[config.mk]
export PLATFORM = sky130hd
export DESIGN_NAME = bidirectional_pwm_motor_drive
export DESIGN_NICKNAME = d
export VERILOG_FILES = /design/src/bpmd_pkg.sv /design/src/bpmd_ctrl.sv /design/src/bpmd_datapath.sv /design/src/bidirectional_pwm_motor_drive.sv
export SDC_FILE = /design/constraint.sdc
export NUM_CORES = 1
export LEC_CHECK = 0
export BUFFER_PORTS_ARGS = -buffer_cell sky130_fd_sc_hd__buf_4
export CAP_MARGIN = 10
export CORE_MARGIN = 1.5
export CORE_UTILIZATION = 40
export CTS_BUF_LIST = sky130_fd_sc_hd__clkbuf_2 sky130_fd_sc_hd__clkbuf_4 sky130_fd_sc_hd__clkbuf_8
export CTS_CLUSTER_DIAMETER = 120
export DETAILED_ROUTE_END_ITERATION = 8
export PLACE_DENSITY = 0.61
export SYNTH_ARGS = -nofsm -noshare
export SYNTH_HDL_FRONTEND = slang
export SYNTH_SLANG_ARGS = --single-unit
[constraint.sdc]
create_clock -name clk -period 8.73 [get_ports clk]
set_clock_uncertainty 0.1 [all_clocks]
set_input_delay 1.746 -clock clk [delete_from_list [all_inputs] [get_ports clk]]
set_output_delay 1.746 -clock clk [all_outputs]
set_load 0.005 [all_outputs]
[src/bpmd_pkg.sv]
`default_nettype none
package bpmd_pkg;

	localparam int MUL_A_W  = 26;
	localparam int MUL_B_W  = 24;
	localparam int PROD_W   = MUL_A_W + MUL_B_W;
	localparam int QUOT_LSB = 32;
	localparam int QUOT_W   = 16;
	localparam int CMP_W    = 9;

	// Reciprocals scaled by 2**32; exact for dividends below 2**24.
	localparam logic [MUL_A_W-1:0] RECIP255 = 26'd16843010;
	localparam logic [MUL_A_W-1:0] RECIP127 = 26'd33818641;
	localparam logic [MUL_A_W-1:0] RECIP128 = 26'd33554432;

	localparam logic [1:0] CFG_MODE    = 2'd0;
	localparam logic [1:0] CFG_REV_CAL = 2'd1;
	localparam logic [1:0] CFG_FWD_CAL = 2'd2;

	localparam logic [1:0] MODE_SPLIT = 2'd0;
	localparam logic [1:0] MODE_REV   = 2'd1;
	localparam logic [1:0] MODE_FWD   = 2'd2;
	localparam logic [1:0] MODE_OFF   = 2'd3;

	localparam logic KIND_COMMAND = 1'b0;
	localparam logic KIND_TICK    = 1'b1;

	typedef enum logic [1:0] {
		STEP_SCALE  = 2'd0,
		STEP_DIV255 = 2'd1,
		STEP_SPAN   = 2'd2,
		STEP_FINAL  = 2'd3
	} step_t;

	typedef struct packed {
		logic  load;
		logic  mul_en;
		step_t step;
		logic  upd;
	} dp_cmd_t;

	typedef struct packed {
		logic need_span;
	} dp_status_t;

endpackage
`default_nettype wire

[src/bpmd_ctrl.sv]
`default_nettype none
module bpmd_ctrl (
	input  wire                   clk,
	input  wire                   arst_n,
	input  wire                   in_valid,
	output logic                  in_ready,
	output logic                  out_valid,
	input  wire                   out_ready,
	input  bpmd_pkg::dp_status_t  status,
	output bpmd_pkg::dp_cmd_t     cmd
);
	import bpmd_pkg::*;

	typedef enum logic [5:0] {
		S_IDLE = 6'b000001,
		S_M1   = 6'b000010,
		S_M2   = 6'b000100,
		S_M3   = 6'b001000,
		S_M4   = 6'b010000,
		S_UPD  = 6'b100000
	} state_t;

	state_t state_q, state_d;
	logic   out_valid_q;
	logic   slot_free;

	assign in_ready  = (state_q == S_IDLE);
	assign out_valid = out_valid_q;
	assign slot_free = !out_valid_q || out_ready;

	always_comb begin
		state_d    = state_q;
		cmd.load   = 1'b0;
		cmd.mul_en = 1'b0;
		cmd.step   = STEP_SCALE;
		cmd.upd    = 1'b0;
		unique case (state_q)
			S_IDLE: begin
				if (in_valid) begin
					cmd.load = 1'b1;
					state_d  = S_M1;
				end
			end
			S_M1: begin
				cmd.mul_en = 1'b1;
				cmd.step   = STEP_SCALE;
				state_d    = S_M2;
			end
			S_M2: begin
				cmd.mul_en = 1'b1;
				cmd.step   = STEP_DIV255;
				state_d    = status.need_span ? S_M3 : S_UPD;
			end
			S_M3: begin
				cmd.mul_en = 1'b1;
				cmd.step   = STEP_SPAN;
				state_d    = S_M4;
			end
			S_M4: begin
				cmd.mul_en = 1'b1;
				cmd.step   = STEP_FINAL;
				state_d    = S_UPD;
			end
			S_UPD: begin
				if (slot_free) begin
					cmd.upd = 1'b1;
					state_d = S_IDLE;
				end
			end
			default: state_d = S_IDLE;
		endcase
	end

	always_ff @(posedge clk or negedge arst_n) begin
		if (!arst_n) begin
			state_q     <= S_IDLE;
			out_valid_q <= 1'b0;
		end else begin
			state_q <= state_d;
			if (cmd.upd) begin
				out_valid_q <= 1'b1;
			end else if (out_ready) begin
				out_valid_q <= 1'b0;
			end
		end
	end

endmodule
`default_nettype wire

[src/bpmd_datapath.sv]
`default_nettype none
module bpmd_datapath #(
	parameter int PERIOD = 500
) (
	input  wire                   clk,
	input  wire                   arst_n,
	input  bpmd_pkg::dp_cmd_t     cmd,
	output bpmd_pkg::dp_status_t  status,
	input  wire                   kind,
	input  wire signed [7:0]      command,
	input  wire                   cfg_we,
	input  wire [1:0]             cfg_index,
	input  wire [7:0]             cfg_data,
	output logic                  pin_forward,
	output logic                  pin_reverse,
	output logic [8:0]            compare_forward,
	output logic [8:0]            compare_reverse
);
	import bpmd_pkg::*;

	localparam int CW = $clog2(PERIOD + 1);
	localparam logic [CW-1:0] PERIOD_C = CW'(PERIOD);

	logic [1:0]         mode_q;
	logic signed [7:0]  rcal_q, fcal_q, speed_q;
	logic               kind_q;
	logic [CW-1:0]      cnt_q, cnt_d;
	logic               fl_q, rl_q, fl_d, rl_d;
	logic [PROD_W-1:0]  prod_q, prod_d;
	logic [CMP_W-1:0]   cmpf_q, cmpr_q;

	logic signed [9:0]  v_x, m1_x, m2_x;
	logic               neg, nz, is_fwd, is_rev;
	logic [MUL_A_W-1:0] mul_a;
	logic [MUL_B_W-1:0] mul_b;
	logic [CW-1:0]      mag, fwd, rev;

	assign v_x = 10'(speed_q);
	assign neg = speed_q[7];
	assign nz  = |speed_q;

	always_comb begin
		unique case (mode_q)
			MODE_SPLIT: begin
				priority if (neg) begin
					m1_x = 10'sd127 - 10'(rcal_q);
				end else if (nz) begin
					m1_x = 10'sd128 + 10'(fcal_q);
				end else begin
					m1_x = '0;
				end
			end
			MODE_REV: m1_x = 10'sd127 - v_x;
			MODE_FWD: m1_x = 10'sd128 + v_x;
			MODE_OFF: m1_x = '0;
			default:  m1_x = '0;
		endcase
	end

	assign m2_x = neg ? (10'sd0 - v_x) : v_x;

	always_comb begin
		unique case (cmd.step)
			STEP_SCALE: begin
				mul_a = MUL_A_W'(m1_x[7:0]);
				mul_b = MUL_B_W'(PERIOD_C);
			end
			STEP_DIV255: begin
				mul_a = RECIP255;
				mul_b = prod_q[MUL_B_W-1:0];
			end
			STEP_SPAN: begin
				mul_a = MUL_A_W'(m2_x[7:0]);
				mul_b = MUL_B_W'(prod_q[QUOT_LSB +: QUOT_W]);
			end
			STEP_FINAL: begin
				mul_a = neg ? RECIP128 : RECIP127;
				mul_b = prod_q[MUL_B_W-1:0];
			end
			default: begin
				mul_a = '0;
				mul_b = '0;
			end
		endcase
	end

	assign prod_d = PROD_W'(mul_a) * PROD_W'(mul_b);

	assign mag    = prod_q[QUOT_LSB +: CW];
	assign is_rev = ((mode_q == MODE_SPLIT) && neg) || (mode_q == MODE_REV);
	assign is_fwd = ((mode_q == MODE_SPLIT) && !neg && nz) || (mode_q == MODE_FWD);
	assign fwd    = is_fwd ? mag : '0;
	assign rev    = is_rev ? mag : '0;

	assign status.need_span = (mode_q == MODE_SPLIT);

	always_comb begin
		fl_d  = fl_q;
		rl_d  = rl_q;
		cnt_d = cnt_q;
		if (kind_q == KIND_TICK) begin
			if (cnt_q >= PERIOD_C) begin
				cnt_d = '0;
				fl_d  = (fwd != '0);
				if (rev != '0) begin
					rl_d = 1'b1;
				end
			end else begin
				cnt_d = cnt_q + 1'b1;
			end
			if ((cnt_d == fwd) && (fwd != PERIOD_C)) begin
				fl_d = 1'b0;
			end
			if ((cnt_d == rev) && (rev != PERIOD_C)) begin
				rl_d = 1'b0;
			end
		end
	end

	always_ff @(posedge clk or negedge arst_n) begin
		if (!arst_n) begin
			mode_q  <= MODE_SPLIT;
			rcal_q  <= '0;
			fcal_q  <= '0;
			speed_q <= '0;
			cnt_q   <= '0;
			fl_q    <= 1'b0;
			rl_q    <= 1'b0;
		end else begin
			if (cfg_we) begin
				unique case (cfg_index)
					CFG_MODE:    mode_q <= cfg_data[1:0];
					CFG_REV_CAL: rcal_q <= cfg_data;
					CFG_FWD_CAL: fcal_q <= cfg_data;
					default:     ;
				endcase
			end
			if (cmd.load && (kind == KIND_COMMAND)) begin
				speed_q <= command;
			end
			if (cmd.upd) begin
				cnt_q <= cnt_d;
				fl_q  <= fl_d;
				rl_q  <= rl_d;
			end
		end
	end

	always_ff @(posedge clk) begin
		if (cmd.load) begin
			kind_q <= kind;
		end
		if (cmd.mul_en) begin
			prod_q <= prod_d;
		end
		if (cmd.upd) begin
			cmpf_q <= CMP_W'(fwd);
			cmpr_q <= CMP_W'(rev);
		end
	end

	assign pin_forward     = fl_q;
	assign pin_reverse     = rl_q;
	assign compare_forward = cmpf_q;
	assign compare_reverse = cmpr_q;

endmodule
`default_nettype wire

[src/bidirectional_pwm_motor_drive.sv]
// Channel   Handshake              Payload
// input     in_valid / in_ready    kind, command
// output    out_valid / out_ready  pin_forward, pin_reverse, compare_forward, compare_reverse
// config    cfg_we                 cfg_index, cfg_data
//
// An item is accepted in S_IDLE, takes four steps on the shared multiplier in calibration mode 0
// and two in the other modes (states S_M1 to S_M4), and then updates the outputs in S_UPD.
// Reset clears the configuration registers, the speed, the period counter and both pin levels at once.
// A finished result waits in the output register; the next beat is accepted meanwhile and
// its update waits until that register has been taken.
`default_nettype none
module bidirectional_pwm_motor_drive #(
	parameter int PERIOD = 500
) (
	input  wire               clk,
	input  wire               arst_n,
	input  wire               in_valid,
	output logic              in_ready,
	input  wire               kind,
	input  wire signed [7:0]  command,
	output logic              out_valid,
	input  wire               out_ready,
	output logic              pin_forward,
	output logic              pin_reverse,
	output logic [8:0]        compare_forward,
	output logic [8:0]        compare_reverse,
	input  wire               cfg_we,
	input  wire [1:0]         cfg_index,
	input  wire [7:0]         cfg_data
);
	import bpmd_pkg::*;

	dp_cmd_t    cmd;
	dp_status_t status;

	bpmd_ctrl u_ctrl (
		.clk       (clk),
		.arst_n    (arst_n),
		.in_valid  (in_valid),
		.in_ready  (in_ready),
		.out_valid (out_valid),
		.out_ready (out_ready),
		.status    (status),
		.cmd       (cmd)
	);

	bpmd_datapath #(
		.PERIOD (PERIOD)
	) u_datapath (
		.clk             (clk),
		.arst_n          (arst_n),
		.cmd             (cmd),
		.status          (status),
		.kind            (kind),
		.command         (command),
		.cfg_we          (cfg_we),
		.cfg_index       (cfg_index),
		.cfg_data        (cfg_data),
		.pin_forward     (pin_forward),
		.pin_reverse     (pin_reverse),
		.compare_forward (compare_forward),
		.compare_reverse (compare_reverse)
	);

endmodule
`default_nettype wire

After elaboration in Yosys (flattened, before gate mapping):

Cells that the tools add are included.

* logic and storage cells: 98
* output and inout bits: 22
* input bits: 24
* flip-flop bits (word level): 111

* add/sub/neg operators: 6
* magnitude comparators: 1
* bitwise operators: 1
* eq/ne operators: 20
* mux-type cells: 27
* reduce and logical (&&, ||, !) cells: 29
* multipliers: 1

Operators by type and width (number)
* 26-bit case mux with 4 select lines: 1
* 24-bit case mux with 3 select lines: 1
* 26-bit by 24-bit multiplier with 48-bit output: 1
* 9-bit 2-to-1 mux: 4
* 6-bit case mux with 6 select lines: 1
* 8-bit case mux with 4 select lines: 1
* 8-bit 2-to-1 mux: 3
* 19-bit 2-to-1 mux: 1
* 9-bit == test: 2
* 6-bit 2-to-1 mux: 3
* 9-bit inequality test, second input constant: 2
* 9-bit nonzero test: 2
* 8-bit adder, first input constant: 2
* 8-bit subtractor, first input constant: 2
* 3-bit case mux with 4 select lines: 1
* 1-bit 2-to-1 mux: 11
* 2-bit == test, second input constant: 5
* 2-bit AND reduction: 5
* 9-bit by 1-bit adder with 9-bit output, second input constant: 1
* 9-bit greater-or-equal comparator, second input constant: 1
* 2-bit nonzero test: 4
* 8-bit OR reduction: 1
* 1-bit by 8-bit subtractor with 8-bit output, first input constant: 1
* 2-bit by 1-bit == test with 1-bit output, second input constant: 3
* other kinds (16): 26

Depth between registers and ports, before layout:

Gate-level depths: netlist of run 1.

* word-level depth: 9
* mapped depth: 33
* depth with buffers taken out: 31

Cells and area by module:

Synthesis of run 1 repeated with hierarchy kept, for this count alone.

* cell total of the unflattened synthesis: 1871
* area, all modules: 17574.4 um2

Modules (own cells, without submodules)
* bpmd_datapath: cells each 1830, area each 17162.7 um2, instances 1, sequential area each 2697.6 um2
* bpmd_ctrl: cells each 41, area each 411.6 um2, instances 1, sequential area each 176.4 um2

Least setup slack after synthesis of run 1:

OpenSTA, ideal clock, no wires.

* path kind: reg2reg
* from: register u_ctrl.state_q[0]
* to: register u_datapath.prod_q[45] (data pin)
* cell stages (with the launch flop): 30
* period minus slack after synthesis: 7.996 ns
* library setup time: 0.135 ns
* data required time: 8.495 ns
* arrival time: 7.761 ns
* setup slack: 0.734 ns
* buffers on the path: 2
* path through: dfstp_2 > nor4_2 > and3b_1 > clkbuf_1 > nor2_1 > nand2_1 > o32ai_1 > buf_2 > nand2_1 > fa_1 > inv_1 > fa_1 > inv_1 > fa_1 > inv_1 > fa_1 > ha_1 > inv_1 > fa_1 > fa_1 > inv_1 > ha_1 > a21o_1 > a21oi_2 > nor2_1 > o41a_1 > nor4_4 > o311ai_1 > or4_1 > nand3_1

* cells in the longest elaborated chain, start to end: 6
* elaborated cells on any way between the ends: 13
* classes of those cells: mul: 1; eq/ne: 7; mux: 3; reduce/logical: 2

Ends and longest elaborated chain
* start: declaration: line bpmd_ctrl.sv:23 `state_t state_q, state_d;`
* start signal: assignment: line bpmd_ctrl.sv:79 `state_q <= state_d;`
* 6-bit by 5-bit == test with 1-bit output, or another cell as far along: line bpmd_ctrl.sv:37 `unique case (state_q)`
* 3-bit case mux with 4 select lines *: line bpmd_ctrl.sv:37
* 2-bit by 1-bit == test with 1-bit output or 2-bit == test (tied branches): line bpmd_datapath.sv:63 `unique case (cmd.step)`
* 2-bit OR reduction (no line)
* 24-bit case mux with 3 select lines: line bpmd_datapath.sv:63
* 26-bit by 24-bit multiplier with 48-bit output *: line bpmd_datapath.sv:87 `assign prod_d = PROD_W'(mul_a) * PROD_W'(mul_b);`
* via u_datapath.prod_d[45]: line bpmd_datapath.sv:29 `logic [PROD_W-1:0] prod_q, prod_d;`
* end signal: assignment: line bpmd_datapath.sv:154 `prod_q <= prod_d;`
* end: declaration: line bpmd_datapath.sv:29

The timed path passes the listed nets; every way through them passes the cells marked *. The select of a mux whose other input is x is not followed.
A chain may end at the register's enable or synchronous reset.

Worst setup path after layout of run 1:

* from: register u_ctrl.state_q[1]
* to: register u_datapath.prod_q[45] (data pin)

Same word-level chain as after synthesis.

==> run_results.csv, run 1 <==
group,metric,value,unit
outcome,status,"finished, final reports clean",
finish,final_cells,2509,
timing,fin_crit,8.39,ns
floorplanning,die_w,211,um
detailed_routing,wirelength,48300,um
yosys,synth_edf_count,59,
yosys,synth_seq_cells,103,
grt,grt_pass1_vias,13800,
finish,fin_nets,2446,
yosys,ys.flop_type,"edfxtp_1",
place,numPortBuffers,45,
finish,regArea,2870,um^2
worst_setup_path,critPathMaxStageDelay,0.52,ns
floorplanning,pin_count,46,
finish,final_cell_mix,"425 x inv_1, 262 x ha_1, 241 x fa_1, 152 x nand2_1, 109 x nor2_1",
yosys,seq_area_frac_synth,16.6,%
floorplanning,rows,76,
grt,antenna_found_initial,0,
detailed_routing,drtIter0Drc,937,
timing,finalSetupViolCount,0,
place,numPlacedInstances,2493,
cts,ctsHtreeMaxLevel,3,
yosys,synthCells,1839,
place,dpl_cell_area,18600,um^2
worst_setup_path,cp.arrival,8.61,ns
worst_setup_path,cp-end-kind,"flip-flop",
cts,cts_buffers,9,
grt,grt_pass1_wl,77400,um
worst_setup_path,reg2reg_from,"u_ctrl.state_q[1]",
cts,post_cts_buffers,0,
worst_setup_path,cpMostUsedCell,"fa_1",
worst_setup_path,reg2reg_slack,0.34,ns
grt,grt.overflow.total,0,
detailed_routing,viasPerCell,5.18,
grt,grt.total_usage,23.0,%
finish,final_common_cell,"inv_1",
worst_setup_path,crit_family,"adder cells",
floorplanning,die_h,211,um
timing,relSlewSlack,37.4,%
cts,clock_latency,0.46,ns
timing,fin_crit_sh,96.1,%
worst_setup_path,critPathRequiredTime,8.95,ns
yosys,avgSynthCellArea,9.42,um^2
detailed_routing,drc,0,
finish,post_route_cells_drive_above_1_share,7.48,%
place,place_hpwl,41000,um
worst_setup_path,critPathSlowestCell,"fa_1",
detailed_routing,drt_pass1_iterations,6,
worst_setup_path,crit_type,"reg2reg",
detailed_routing,vias,13000,
yosys,synthArstFlopShare,42.7,%
timing,tns,0,ns
finish,multiInputGateArea,12800,um^2
floorplanning,fp.coreArea,42900,um^2
yosys,netlist_area,17300,um^2
grt,grt_start_max_net_pins,45,
timing,hold_viol,0,
timing,rsz0062_at_grt,"no",
finish,num_antenna_cells,0,
finish,synthToLayoutAreaGrowth,8.69,%
worst_setup_path,cp-startpoint,"u_ctrl.state_q[1]",
detailed_routing,ant_nets,0,
timing,tightest_slew,0.938,ns
detailed_routing,wl_per_cell,19.2,um
timing,timing.fmax,119,MHz
timing,drv_slew,0,
floorplanning,dieArea,44600,um^2
place,gp_congestion,0.983,
worst_setup_path,cp_max_fo,21,
cts,clock_path_buffers,2,
min_path,hold_path_class,"reg2reg",
cts,cts_root_buffer,"clkbuf_8",
yosys,yosysWarnings,0,
cts,cts_tree,"done",
yosys,yosys.cell_types.count,77,
finish,fillCellCount,4212,
job,cap_violations,0,
worst_setup_path,cp.buffers_inverters,8,
finish,postLayoutCellArea,18800,um^2
floorplanning,initial_core_util,40.4,%
worst_setup_path,start_kind,"flip-flop",
min_path,hold_start,"u_datapath.rcal_q[1]",
cts,cts_sinks,103,
cts,clkTransAtPathRegs,0.12,ns
## cell type report
class / count / area share (%)
Sequential cell: 103 / 15.3
Tap cell: 585 / 3.89
Clock buffer: 10 / 0.698
Timing Repair Buffer: 79 / 3.15
Clock inverter: 6 / 0.279
Multi-Input combinational cell: 1300 / 68.2
Inverter: 426 / 8.49
## metrics by stage
stage	hold slack, ns	setup slack, ns	utilization, %
global route	0.447	0.0137	43.9
floorplan	0.379	0.734	-
detailed placement	0.405	0.430	43.4
finish	0.432	0.341	43.9
CTS	0.434	0.385	43.8
global placement	0.397	0.534	43.4
## cells by family after synthesis
group	after synthesis	synth area share, %
fa+ha+maj	503	46.8
buf+inv	474	10.4
simple gates	450	12.7
compound gates	215	8.39
flops	103	16.6
xor+xnor	57	2.88
mux	35	2.24
other cells	2	0.0433
## flip-flops by register name, summed over array words and instances (netlist names)
name	flops
u_datapath.cnt_q	9
u_ctrl.out_valid	1
u_ctrl.state_q	6
u_datapath.rcal_q	8
u_datapath.kind_q	1
u_datapath.prod_q	40
u_datapath.fcal_q	8
u_datapath.speed_q	8
u_datapath.compare_forward	9
u_datapath.compare_reverse	9
u_datapath.pin_reverse	1
u_datapath.pin_forward	1
u_datapath.mode_q	2
## what timing repair did
item / CTS / global route
setup endpoints to repair: 0 / 4
hold buffers: 0 / 0
gates resized for setup: 0 / 4
## final timing paths
check | to | cells after the start
worst max-delay path | u_datapath.prod_q[45] | 28
worst min-delay path | u_datapath.rcal_q[1] | 1
worst max register to register | u_datapath.prod_q[45] | 28
worst min register to register | u_datapath.rcal_q[1] | 1
max in group asynchronous | u_datapath.cnt_q[6] | 1
min in group asynchronous | u_datapath.cnt_q[1] | 1
## synthesized netlist by cell type, types with 11 or more instances
master | number | share of area (%)
nand3_1 | 17 | 0.49
and2_1 | 72 | 2.6
inv_1 | 425 | 9.2
edfxtp_1 | 59 | 10
o21ai_0 | 36 | 1.0
dfrtp_1 | 43 | 6.2
nand2_1 | 153 | 3.3
xor2_1 | 23 | 1.2
fa_1 | 241 | 28
nor2_1 | 110 | 2.4
xnor2_1 | 34 | 1.7
nand4_1 | 11 | 0.40
nor3_1 | 17 | 0.49
a21oi_1 | 53 | 1.5
ha_1 | 262 | 19
clkbuf_1 | 37 | 0.80
a21o_1 | 15 | 0.65
a31oi_1 | 12 | 0.43
mux2_2 | 30 | 1.9
## per-layer routing
layer	global-route usage, %	routed length [um]	vias to the layer above
li1	-	-	6033
met1	30.2	20700	6464
met2	38.2	23000	419
met3	3.21	2990	81
met4	9.16	1670	0
met5	0	0	-
Power of run 1 is left out: the tool's default activity adds up to more than one toggle a clock period on the data nets, which glitch-free logic cannot reach.
==> inputs of run 2 (changes only) <==
--- a/config.mk
+++ b/config.mk
@@ -7,11 +7,12 @@
 export LEC_CHECK = 0
 export BUFFER_PORTS_ARGS = -buffer_cell sky130_fd_sc_hd__buf_4
 export CAP_MARGIN = 10
-export CORE_MARGIN = 1.5
+export CORE_MARGIN = 2
 export CORE_UTILIZATION = 40
 export CTS_BUF_LIST = sky130_fd_sc_hd__clkbuf_2 sky130_fd_sc_hd__clkbuf_4 sky130_fd_sc_hd__clkbuf_8
 export CTS_CLUSTER_DIAMETER = 120
 export DETAILED_ROUTE_END_ITERATION = 8
+export GPL_TIMING_DRIVEN = 0
 export PLACE_DENSITY = 0.61
 export SYNTH_ARGS = -nofsm -noshare
 export SYNTH_HDL_FRONTEND = slang
==> constraint.sdc (replaced) <==
create_clock -name clk -period 10.1 [get_ports clk]
set_clock_uncertainty 0.1 [all_clocks]
set_input_delay 2.02 -clock clk [delete_from_list [all_inputs] [get_ports clk]]
set_output_delay 2.02 -clock clk [all_outputs]
set_load 0.005 [all_outputs]
==> run_results.csv, run 2 (synthesis results as in run 1) <==
group,metric,value,unit
worst_setup_path,cp.arrival,9.87,ns
worst_setup_path,cp_max_fo,10,
timing,timing.fmax,103,MHz
timing,tightest_slew,0.963,ns
worst_setup_path,start_kind,"flip-flop",
floorplanning,dieArea,45000,um^2
cts,cts_sinks,103,
detailed_routing,wirelength,48700,um
timing,hold_viol,0,
worst_setup_path,reg2reg_slack,0.35,ns
worst_setup_path,critPathRequiredTime,10.22,ns
floorplanning,rows,76,
finish,post_route_cells_drive_above_1_share,6.24,%
floorplanning,initial_core_util,40.4,%
floorplanning,fp.coreArea,42900,um^2
finish,fin_nets,2461,
worst_setup_path,crit_family,"adder cells",
min_path,hold_start,"u_datapath.fcal_q[2]",
finish,final_cell_mix,"425 x inv_1, 262 x ha_1, 241 x fa_1, 152 x nand2_1, 109 x nor2_1",
worst_setup_path,cpMostUsedCell,"fa_1",
grt,grt.total_usage,23.0,%
timing,rsz0062_at_grt,"no",
detailed_routing,drtIter0Drc,1032,
job,cap_violations,0,
cts,cts_root_buffer,"clkbuf_8",
grt,grt_start_max_net_pins,45,
timing,drv_slew,0,
cts,clock_latency,0.46,ns
worst_setup_path,cp-end-kind,"flip-flop",
timing,relSlewSlack,35.7,%
floorplanning,die_w,212,um
min_path,min_to,"u_datapath.fcal_q[2]",
detailed_routing,drc,0,
timing,finalSetupViolCount,0,
grt,grt.overflow.total,0,
detailed_routing,drt_pass1_iterations,6,
worst_setup_path,critPathMaxStageDelay,0.59,ns
finish,synthToLayoutAreaGrowth,8.70,%
finish,num_antenna_cells,0,
place,place_hpwl,41700,um
place,numPortBuffers,45,
min_path,hold_path_class,"reg2reg",
worst_setup_path,crit_type,"reg2reg",
worst_setup_path,reg2reg_from,"u_ctrl.state_q[0]",
detailed_routing,viasPerCell,5.17,
worst_setup_path,critPathSlowestCell,"dfstp_2",
floorplanning,pin_count,46,
cts,clock_path_buffers,2,
worst_setup_path,worstRegToRegCells,27,
place,gp_congestion,0.941,
timing,fin_crit_sh,96.5,%
cts,cts_tree,"done",
min_path,whs_path_depth,1,
cts,cts_buffers,9,
detailed_routing,vias,13000,
finish,largest_reg_flops,40,
cts,cts_hold_buf,0,
floorplanning,die_h,212,um
finish,top_register,"u_datapath.prod_q",
finish,final_common_cell,"inv_1",
grt,grt_pass1_wl,77300,um
timing,fin_crit,9.75,ns
detailed_routing,wl_per_cell,19.3,um
worst_setup_path,r2r_end,"u_datapath.prod_q[39]",
cts,clkTransAtPathRegs,0.14,ns
detailed_routing,ant_nets,0,
grt,grt_pass1_vias,13600,
worst_setup_path,cp.buffers_inverters,5,
outcome,status,"finished, final reports clean",
cts,ctsHtreeMaxLevel,3,
timing,tns,0,ns
grt,antenna_found_initial,2,
==> run 2: cell count changes in the layout (fill, tap and decap cells not counted), moves of 2 or more <==
| cell | change |
|---|---|
| clkbuf_1 | +37 |
| buf_4 | -33 |
| buf_2 | +9 |
| clkinv_8 | +4 |
| inv_4 | -2 |
| inv_8 | -2 |
==> run 2: repair_timing <==
| action | CTS | global route |
|---|---|---|
| cloned | 0 | 0 |
| setup endpoints to repair | 1 | 11 |
| gates resized for setup | 1 | 8 |
| buffers inserted | 0 | 0 |
==> run 2: metal layers <==
layer  track usage [%]  wire length (um)  up-vias
met5                 0                 4        -
met4              7.60              1460        2
met3              3.86              3350       68
met2              37.6             22700      437
met1              31.0             21200     6475
li1                  -                 -     6060
==> run 2: area by class of cell <==
class	count	area, um^2
Sequential cell	103	2870
Tap cell	585	732
Timing Repair Buffer	46	358
Clock buffer	9	124
Inverter	426	1600
Fill cell	4218	24100
Clock inverter	7	91.3
Multi-Input combinational cell	1300	12900
Buffer	48	195
==> run 2: stage by stage <==
| step | hold WS [ns] | std cells | cell area, um^2 | util, % | setup slack [ns] |
|---|---|---|---|---|---|
| after floorplan | 0.379 | 1877 | 17500 | - | 2.10 |
| after global placement | 0.393 | 2507 | 18500 | 43.2 | -0.0236 |
| after detailed placement | 0.403 | 2508 | 18600 | 43.3 | 0.00456 |
| after CTS | 0.433 | 2524 | 18800 | 43.8 | 0.177 |
| after global routing | 0.450 | 2524 | 18800 | 43.9 | 0.00909 |
| final | 0.429 | 2524 | 18800 | 43.9 | 0.353 |
==> run 2: worst max path at each step <==
stage / from / endpoint / cells after the start
2_1_floorplan: u_ctrl.state_q[0] / u_datapath.prod_q[45] / 29
3_3_place_gp: u_ctrl.state_q[0] / u_datapath.prod_q[33] / 28
3_5_place_dp: u_ctrl.state_q[0] / u_datapath.prod_q[33] / 28
4_1_cts: u_datapath.speed_q[2] / u_datapath.prod_q[33] / 29
5_1_grt: u_ctrl.state_q[0] / u_datapath.prod_q[39] / 27
6_report: u_ctrl.state_q[0] / u_datapath.prod_q[39] / 27
==> run 2: worst reg2reg max path: cells and delay by family (launching register included) <==
kind	cells	cell delay, ns
xor gates and xnor gates	1	0.41
DFF	1	0.59
adders and majority gates	8	3.82
and+or+nand+nor	7	1.73
buffers and inverters	5	0.99
AOI/OAI and AO/OA	6	1.89
Power of run 2 is left out for the same reason.
